$ cat config.mk
export PLATFORM = sky130hd
export DESIGN_NAME = websocket_frame_header_parser_top
export DESIGN_NICKNAME = d
export VERILOG_FILES = /design/src/rtl/core/wsfh_pkg.sv /design/src/rtl/core/wsfh_in_stage.sv /design/src/rtl/core/wsfh_parse.sv /design/src/rtl/core/wsfh_out_stage.sv /design/src/rtl/core/websocket_frame_header_parser_top.sv
export SDC_FILE = /design/constraint.sdc
export NUM_CORES = 1
export LEC_CHECK = 0
export BUFFER_PORTS_ARGS = -buffer_cell sky130_fd_sc_hd__buf_2
export CAP_MARGIN = 20
export CORE_MARGIN = 3
export CORE_UTILIZATION = 50
export DETAILED_ROUTE_END_ITERATION = 12
export PLACE_DENSITY = 0.72
export SYNTH_ARGS = -nofsm -noshare
export SYNTH_HDL_FRONTEND = slang
export SYNTH_SLANG_ARGS = --single-unit
$ cat constraint.sdc
create_clock -name clock -period 4.9 [get_ports clock]
set_clock_uncertainty 0.15 [all_clocks]
set_input_delay 0.98 -clock clock [delete_from_list [all_inputs] [get_ports clock]]
set_output_delay 0.98 -clock clock [all_outputs]
set_load 0.02 [all_outputs]
$ cat src/rtl/core/wsfh_pkg.sv
`timescale 1ns / 1ps
// shared types and constants for the websocket frame header parser
package wsfh_pkg;

   localparam int unsigned ByteWidth   = 8;
   localparam int unsigned LenWidth    = 64;
   localparam int unsigned KeyWidth    = 32;
   localparam int unsigned OpcodeWidth = 4;
   localparam int unsigned CountWidth  = 4;

   localparam logic [ByteWidth-1:0]  FinBit       = 8'b1000_0000;
   localparam logic [ByteWidth-1:0]  OpcodeMask   = 8'b0000_1111;
   localparam logic [ByteWidth-1:0]  LenCodeMask  = 8'b0111_1111;
   localparam logic [6:0]            LenCode16    = 7'h7E;
   localparam logic [6:0]            LenCode64    = 7'h7F;
   localparam logic [CountWidth-1:0] ExtBytes16   = 4'd2;
   localparam logic [CountWidth-1:0] ExtBytes64   = 4'd8;
   localparam logic [CountWidth-1:0] MaskKeyBytes = 4'd4;

   typedef enum logic [2:0] {
      PH_B0   = 3'd0,
      PH_B1   = 3'd1,
      PH_EXT  = 3'd2,
      PH_MASK = 3'd3,
      PH_DATA = 3'd4
   } phase_type;

   typedef struct packed {
      logic                   fin;
      logic [OpcodeWidth-1:0] opcode;
      logic                   masked;
      logic [KeyWidth-1:0]    mask_key;
      logic [LenWidth-1:0]    payload_length;
      logic [ByteWidth-1:0]   payload_byte;
      logic                   has_byte;
      logic                   last_of_frame;
   } result_type;

endpackage

$ cat src/rtl/core/wsfh_in_stage.sv
`timescale 1ns / 1ps
// input register stage for stream bytes
module wsfh_in_stage (
   input  logic                          clock,
   input  logic                          reset,
   input  logic                          req_valid,
   output logic                          req_stall,
   input  logic [wsfh_pkg::ByteWidth-1:0] req_data_byte,
   input  logic                          advance,
   output logic                          beat_valid,
   output logic [wsfh_pkg::ByteWidth-1:0] beat_byte
);
   import wsfh_pkg::*;

   logic                 valid_ff, valid_in;
   logic [ByteWidth-1:0] byte_ff, byte_in;
   logic                 load;

   assign req_stall = valid_ff & ~advance;
   assign load      = ~req_stall;

   always_comb begin
      valid_in = valid_ff;
      byte_in  = byte_ff;
      if (load) begin
         valid_in = req_valid;
         byte_in  = req_data_byte;
      end
   end

   always_ff @(posedge clock) begin
      if (reset) begin
         valid_ff <= 1'b0;
      end else begin
         valid_ff <= valid_in;
      end
      byte_ff <= byte_in;
   end

   assign beat_valid = valid_ff;
   assign beat_byte  = byte_ff;

endmodule

$ cat src/rtl/core/wsfh_parse.sv
`timescale 1ns / 1ps
// header parse state and per-byte decode logic
module wsfh_parse (
   input  logic                           clock,
   input  logic                           reset,
   input  logic                           consume,
   input  logic [wsfh_pkg::ByteWidth-1:0] beat_byte,
   output logic                           produce,
   output wsfh_pkg::result_type           result
);
   import wsfh_pkg::*;

   phase_type               phase_ff, phase_in;
   logic [CountWidth-1:0]   count_ff, count_in;
   logic                    ext_long_ff, ext_long_in;
   logic                    fin_ff, fin_in;
   logic [OpcodeWidth-1:0]  opcode_ff, opcode_in;
   logic                    masked_ff, masked_in;
   logic [KeyWidth-1:0]     key_ff, key_in;
   logic [LenWidth-1:0]     len_ff, len_in;
   logic [LenWidth-1:0]     remain_ff, remain_in;
   logic [6:0]              code;
   logic [CountWidth-1:0]   count_inc;
   logic [CountWidth-1:0]   ext_need;
   logic                    start;
   logic                    emit;
   logic [ByteWidth-1:0]    emit_byte;
   logic                    emit_has;
   logic                    emit_last;

   assign code      = beat_byte[6:0] & LenCodeMask[6:0];
   assign count_inc = count_ff + 1'b1;
   assign ext_need  = ext_long_ff ? ExtBytes64 : ExtBytes16;

   always_comb begin
      phase_in    = phase_ff;
      count_in    = count_ff;
      ext_long_in = ext_long_ff;
      fin_in      = fin_ff;
      opcode_in   = opcode_ff;
      masked_in   = masked_ff;
      key_in      = key_ff;
      len_in      = len_ff;
      remain_in   = remain_ff;
      start       = 1'b0;
      emit        = 1'b0;
      emit_byte   = '0;
      emit_has    = 1'b0;
      emit_last   = 1'b0;
      unique case (phase_ff)
         PH_B1: begin
            masked_in = beat_byte[7];
            key_in    = '0;
            count_in  = '0;
            if (code == LenCode16) begin
               ext_long_in = 1'b0;
               len_in      = '0;
               phase_in    = PH_EXT;
            end else if (code == LenCode64) begin
               ext_long_in = 1'b1;
               len_in      = '0;
               phase_in    = PH_EXT;
            end else begin
               len_in = {{(LenWidth-7){1'b0}}, code};
               if (beat_byte[7]) begin
                  phase_in = PH_MASK;
               end else begin
                  start = 1'b1;
               end
            end
         end
         PH_EXT: begin
            len_in   = {len_ff[LenWidth-ByteWidth-1:0], beat_byte};
            count_in = count_inc;
            if (count_inc == ext_need) begin
               count_in = '0;
               if (masked_ff) begin
                  phase_in = PH_MASK;
               end else begin
                  start = 1'b1;
               end
            end
         end
         PH_MASK: begin
            key_in   = {key_ff[KeyWidth-ByteWidth-1:0], beat_byte};
            count_in = count_inc;
            if (count_inc == MaskKeyBytes) begin
               start = 1'b1;
            end
         end
         PH_DATA: begin
            remain_in = remain_ff - 1'b1;
            emit      = 1'b1;
            emit_byte = beat_byte;
            emit_has  = 1'b1;
            if (remain_in == '0) begin
               emit_last = 1'b1;
               phase_in  = PH_B0;
            end
         end
         default: begin
            fin_in    = beat_byte[7];
            opcode_in = beat_byte[OpcodeWidth-1:0] & OpcodeMask[OpcodeWidth-1:0];
            phase_in  = PH_B1;
         end
      endcase
      if (start) begin
         count_in  = '0;
         remain_in = len_in;
         if (len_in == '0) begin
            phase_in  = PH_B0;
            emit      = 1'b1;
            emit_last = 1'b1;
         end else begin
            phase_in = PH_DATA;
         end
      end
   end

   always_ff @(posedge clock) begin
      if (reset) begin
         phase_ff    <= PH_B0;
         count_ff    <= '0;
         ext_long_ff <= 1'b0;
         fin_ff      <= 1'b0;
         opcode_ff   <= '0;
         masked_ff   <= 1'b0;
         key_ff      <= '0;
         len_ff      <= '0;
         remain_ff   <= '0;
      end else if (consume) begin
         phase_ff    <= phase_in;
         count_ff    <= count_in;
         ext_long_ff <= ext_long_in;
         fin_ff      <= fin_in;
         opcode_ff   <= opcode_in;
         masked_ff   <= masked_in;
         key_ff      <= key_in;
         len_ff      <= len_in;
         remain_ff   <= remain_in;
      end
   end

   assign produce               = consume & emit;
   assign result.fin            = fin_in;
   assign result.opcode         = opcode_in;
   assign result.masked         = masked_in;
   assign result.mask_key       = key_in;
   assign result.payload_length = len_in;
   assign result.payload_byte   = emit_byte;
   assign result.has_byte       = emit_has;
   assign result.last_of_frame  = emit_last;

endmodule

$ cat src/rtl/core/wsfh_out_stage.sv
`timescale 1ns / 1ps
// result register stage
module wsfh_out_stage (
   input  logic                 clock,
   input  logic                 reset,
   input  logic                 produce,
   input  wsfh_pkg::result_type result,
   input  logic                 rsp_stall,
   output logic                 advance,
   output logic                 rsp_valid,
   output wsfh_pkg::result_type rsp_result
);
   import wsfh_pkg::*;

   logic       valid_ff, valid_in;
   result_type data_ff, data_in;

   assign advance = ~valid_ff | ~rsp_stall;

   always_comb begin
      valid_in = valid_ff;
      data_in  = data_ff;
      if (advance) begin
         valid_in = produce;
         data_in  = result;
      end
   end

   always_ff @(posedge clock) begin
      if (reset) begin
         valid_ff <= 1'b0;
      end else begin
         valid_ff <= valid_in;
      end
      data_ff <= data_in;
   end

   assign rsp_valid  = valid_ff;
   assign rsp_result = data_ff;

endmodule

$ cat src/rtl/core/websocket_frame_header_parser_top.sv
`timescale 1ns / 1ps
// websocket frame header parser top level
//
// req channel: one stream byte per beat on req_data_byte, valid/stall handshake.
// rsp channel: zero or one result per byte; header bytes give none, each payload
// byte gives one tagged with fin, opcode, mask bit, mask key and payload length,
// and a frame with an empty payload gives one marker with has_byte low.
// last_of_frame flags the final result of each frame; parsing then restarts
// at the first header byte of the next frame.
// a byte accepted into the input register is decoded combinationally, and its result
// is captured in the result register, which drives the rsp channel.
// throughput: one byte per cycle while rsp_stall is low, set by the single input
// register and the single result register with one decode step between them.
// reset clears the parse state to the first header byte and empties both stages.
// when rsp_stall is high with a result waiting, the result holds, one more byte
// may sit in the input register, and req_stall then rises until the result moves.
module websocket_frame_header_parser_top (
   input  logic                            clock,
   input  logic                            reset,
   input  logic                            req_valid,
   output logic                            req_stall,
   input  logic [wsfh_pkg::ByteWidth-1:0]   req_data_byte,
   output logic                            rsp_valid,
   input  logic                            rsp_stall,
   output logic                            rsp_fin,
   output logic [wsfh_pkg::OpcodeWidth-1:0] rsp_opcode,
   output logic                            rsp_masked,
   output logic [wsfh_pkg::KeyWidth-1:0]    rsp_mask_key,
   output logic [wsfh_pkg::LenWidth-1:0]    rsp_payload_length,
   output logic [wsfh_pkg::ByteWidth-1:0]   rsp_payload_byte,
   output logic                            rsp_has_byte,
   output logic                            rsp_last_of_frame
);
   import wsfh_pkg::*;

   logic                 advance;
   logic                 beat_valid;
   logic [ByteWidth-1:0] beat_byte;
   logic                 consume;
   logic                 produce;
   result_type           result;
   result_type           rsp_result;

   assign consume = beat_valid & advance;

   wsfh_in_stage u_in_stage (
      .clock         (clock),
      .reset         (reset),
      .req_valid     (req_valid),
      .req_stall     (req_stall),
      .req_data_byte (req_data_byte),
      .advance       (advance),
      .beat_valid    (beat_valid),
      .beat_byte     (beat_byte)
   );

   wsfh_parse u_parse (
      .clock     (clock),
      .reset     (reset),
      .consume   (consume),
      .beat_byte (beat_byte),
      .produce   (produce),
      .result    (result)
   );

   wsfh_out_stage u_out_stage (
      .clock      (clock),
      .reset      (reset),
      .produce    (produce),
      .result     (result),
      .rsp_stall  (rsp_stall),
      .advance    (advance),
      .rsp_valid  (rsp_valid),
      .rsp_result (rsp_result)
   );

   assign rsp_fin            = rsp_result.fin;
   assign rsp_opcode         = rsp_result.opcode;
   assign rsp_masked         = rsp_result.masked;
   assign rsp_mask_key       = rsp_result.mask_key;
   assign rsp_payload_length = rsp_result.payload_length;
   assign rsp_payload_byte   = rsp_result.payload_byte;
   assign rsp_has_byte       = rsp_result.has_byte;
   assign rsp_last_of_frame  = rsp_result.last_of_frame;

endmodule

==> flow_summary_export.csv <==
group,metric,value,unit
critical_path,worstSetupPathType,"flop to flop",
clock_network,path_clk_slew,0.06,ns
drt,viasPerCell,6.26,
clock_network,clock_path_buffers,3,
critical_path,rrSetupSlack,1.05,ns
critical_path,crit_fanout,45,
synth,ys_async_sr_fraction,0,%
synth,ys_ff_latch,296,
synth,synth_edf_count,120,
critical_path,r2r-start,"u_in_stage.beat_byte[4]",
place,routabilityCongestion,0.993,
drt,first_pass_iters,6,
critical_path,arrival,4.22,ns
drt,met2_length,21500,um
clock_network,cts_tree,"yes",
synth,ys_seq_area_share,47.3,%
synth,synth_fp_nets,1776,
job,maxCapViolCount,0,
power,p_total,6750,uW
drt,final_antenna_net_count,0,
sta,finalCritPeriodShare,78.6,%
sta,finalCriticalPeriod,3.85,ns
floorplan,pin_count,126,
hold_path,hold_end,"u_parse.key_ff[26]",
critical_path,crit_slowest_cell,"o32a_2",
floorplan,die_area,32300,um2
drt,post_drt_wl_per_cell,21.8,um
drt,drc,0,
cells_and_area,area_growth,13.5,%
cells_and_area,nets,1847,
drt,initialDrtViolationCount,1963,
drt,wl_met1,21000,um
synth,avgSynthCellArea,8.56,um2
critical_path,cp_top_family,"compound AO/OA/AOI/OAI gates",
grt,grt_max_degree,104,
place,io_buffers,125,
clock_network,holdBufCountCts,0,
floorplan,design.core.area,29200,um2
sta,clock.fmax,260,MHz
clock_network,clock_sinks,296,
critical_path,timing.critical_path.required,5.27,ns
floorplan,die_w,180,um
drt,dr.max_layer_used,"met5",
place,hpwl,33500,um
critical_path,worstReg2RegEnd,"u_parse.remain_ff[41]",
power,leakage,0.00690,uW
sta,setup_viol,0,
critical_path,critPathLaunchType,"flop",
clock_network,cts_resized,0,
hold_path,holdPathStages,2,
sta,tightestPinTransition,1.03,ns
grt,grt_pass1_wl,75600,um
synth,synth_area,15100,um2
drt,vias,14000,
critical_path,crit_path_frequent_cell,"nor2_1",
grt,grtUsageTotal,28.7,%
sta,fin_setup_tns,0,ns
synth,synthSimpleGateAreaFrac,26.1,%
sta,slew_headroom,30.7,%
clock_network,root_buffer,"clkbuf_16",
critical_path,critPathBufInv,1,
floorplan,start_util,51.7,%
synth,synth_cell_types,77,
clock_network,cts_made_buffers,31,
drt,wl,48800,um
cells_and_area,fillers,2625,
power,vdd_ir_drop_max,0.322,mV
power,power.density,395,nW/um2
synth,synth_mux_area_share,0.573,%
critical_path,cp-end-kind,"flop",
synth,synth_fa_ha_area_share,0.249,%
sta,slew_violations,0,
clock_network,insertion_delay,0.58,ns
hold_path,hp-start,"u_parse.key_ff[26]",
synth,synth_warnings,0,
clock_network,cts_setup_buffers,0,
drt,route.met3.wl,4920,um
critical_path,cpPeakStageDelay,0.84,ns
sta,rsz0062_at_grt,"no",
critical_path,crit_chain,"nand4_1 -> nor2_1 -> o32a_1 -> o32a_2 -> buf_4 -> nand2_1 -> o22ai_1 -> a22oi_1 -> nor2_1",
sta,hold_viol,0,
cells_and_area,drive_gt1_share,14.6,%
synth,syn_inst,1761,
floorplan,rows,62,
grt,grt_pass1_vias,12800,
run_status,status,"finished, final reports clean",
hold_path,hp-class,"flop to flop",
critical_path,r2r_cells,9,
floorplan,die_y,180,um
synth,synth_top_family_by_area,"simple AND/OR/NAND/NOR gates",
grt,antenna_found_initial,2,
synth,synth_compound_area_share,18.7,%
synth,synth_xor_area_share,1.78,%
synth,synthFlopType,"dfxtp_1",
grt,grt-ovfl-total,0,
clock_network,cts_htree_levels,1,
## worst reg2reg max path: stages, from the launching register on
cell and delay, ns:
edfxtp_1 0.50, nand4_1 0.20, nor2_1 0.33, o32a_1 0.26
o32a_2 0.84, buf_4 0.61, nand2_1 0.32, o22ai_1 0.32
a22oi_1 0.14, nor2_1 0.10
## cell type report
cell class	count	area [um2]	area share, %
Multi-Input combinational cell	1256	7200	42.1
Sequential cell	296	7130	41.7
Timing Repair Buffer	178	1080	6.33
Clock buffer	43	831	4.86
Tap cell	384	480	2.81
Inverter	69	259	1.51
Clock inverter	15	121	0.710
Antenna cell	1	2.50	0.0146
## how the worst max path moves through the flow
stage / startpoint / end / slack [ns] / cells past startpoint
finish: u_in_stage.beat_byte[4] / u_parse.remain_ff[41] / 1.05 / 9
floorplan: rsp_stall / u_parse.remain_ff[61] / 1.0 / 6
global placement: rsp_stall / u_parse.remain_ff[31] / 1.21 / 8
CTS: u_in_stage.beat_byte[4] / u_parse.remain_ff[41] / 1.23 / 9
global route: u_in_stage.beat_byte[4] / u_parse.remain_ff[41] / 0.98 / 9
detailed placement: rsp_stall / u_parse.remain_ff[31] / 1.15 / 8
## synth_stat cells (all sizes together), types with 20 or more instances
| cell | count | area, um2 |
|---|---|---|
| nand2 | 269 | 1010 |
| nor2 | 196 | 736 |
| dfxtp | 176 | 3520 |
| o21ai | 124 | 624 |
| edfxtp | 120 | 3600 |
| clkbuf | 116 | 435 |
| a21oi | 101 | 505 |
| inv | 69 | 259 |
| a211oi | 64 | 485 |
| nor4 | 57 | 482 |
| nor3 | 54 | 287 |
| and2 | 28 | 175 |
| nand3 | 27 | 135 |
| nand4 | 27 | 199 |
| nor2b | 27 | 169 |
| a22oi | 26 | 195 |
| buf | 24 | 118 |
| nand2b | 24 | 150 |
| a221oi | 20 | 194 |
## cell usage in the layout, fill, tap and decap left out, types with 5 or more instances in the layout
| cell type | count |
|---|---|
| a211oi_1 | 63 |
| a21oi_1 | 100 |
| a221oi_1 | 17 |
| a22o_1 | 9 |
| a22oi_1 | 26 |
| a32oi_1 | 15 |
| and2_1 | 27 |
| and3_1 | 10 |
| buf_2 | 124 |
| buf_4 | 50 |
| clkbuf_1 | 11 |
| clkbuf_16 | 31 |
| clkinv_2 | 5 |
| dfxtp_1 | 174 |
| edfxtp_1 | 120 |
| inv_1 | 67 |
| nand2_1 | 267 |
| nand2b_1 | 23 |
| nand3_1 | 27 |
| nand3b_1 | 5 |
| nand4_1 | 25 |
| nand4b_1 | 6 |
| nor2_1 | 196 |
| nor2b_1 | 26 |
| nor3_1 | 52 |
| nor3b_1 | 8 |
| nor4_1 | 44 |
| nor4_2 | 8 |
| nor4_4 | 5 |
| nor4b_1 | 7 |
| o211ai_1 | 12 |
| o21ai_0 | 122 |
| o221ai_1 | 16 |
| o31ai_1 | 10 |
| o41ai_1 | 7 |
| or3_1 | 9 |
| or4_1 | 17 |
| xnor2_1 | 12 |
| xor2_1 | 15 |
## through the flow
stage	hold slack, ns	instances	setup WS (ns)	area (um2)	utilization [%]
floorplan	0.287	1761	0.997	15100	-
CTS	0.306	2240	1.23	17100	58.5
global route	0.332	2241	0.977	17100	58.6
global placement	0.291	2182	1.21	16100	55.3
finish	0.307	2242	1.05	17100	58.6
detailed placement	0.297	2182	1.15	16100	55.3
## sequential cells by signal (all words and copies together), names as in the netlist
register,count
u_in_stage.beat_byte,8
u_in_stage.beat_valid,1
u_out_stage.rsp_result,112
u_out_stage.rsp_valid,1
u_parse.count_ff,4
u_parse.ext_long_ff,1
u_parse.fin_ff,1
u_parse.key_ff,32
u_parse.len_ff,64
u_parse.masked_ff,1
u_parse.opcode_ff,4
u_parse.phase_ff,3
u_parse.remain_ff,64
## cell families (layout without fill, tap and decap cells)
kind of cell / after synthesis / after routing
multiplexers: 8 / 8
adder cells (fa/ha/maj): 3 / 3
other: 0 / 1
flip-flops: 296 / 296
XOR/XNOR: 29 / 29
buffers and inverters: 209 / 305
AO/OA/AOI/OAI: 431 / 431
AND/OR/NAND/NOR: 785 / 785
## power by group
group / total, uW / internal [uW] / switching, uW
Combinational: 1740 / 596 / 1140
Sequential: 2770 / 2670 / 101
Clock: 2240 / 1240 / 999
## layer usage
layer | vias up | GRT usage, %
met4 | 2 | 7.86
met2 | 741 | 43.7
met5 | - | 0
met3 | 103 | 4.93
met1 | 6692 | 42.4
li1 | 6503 | -
Power figures use the tool's default switching activity.
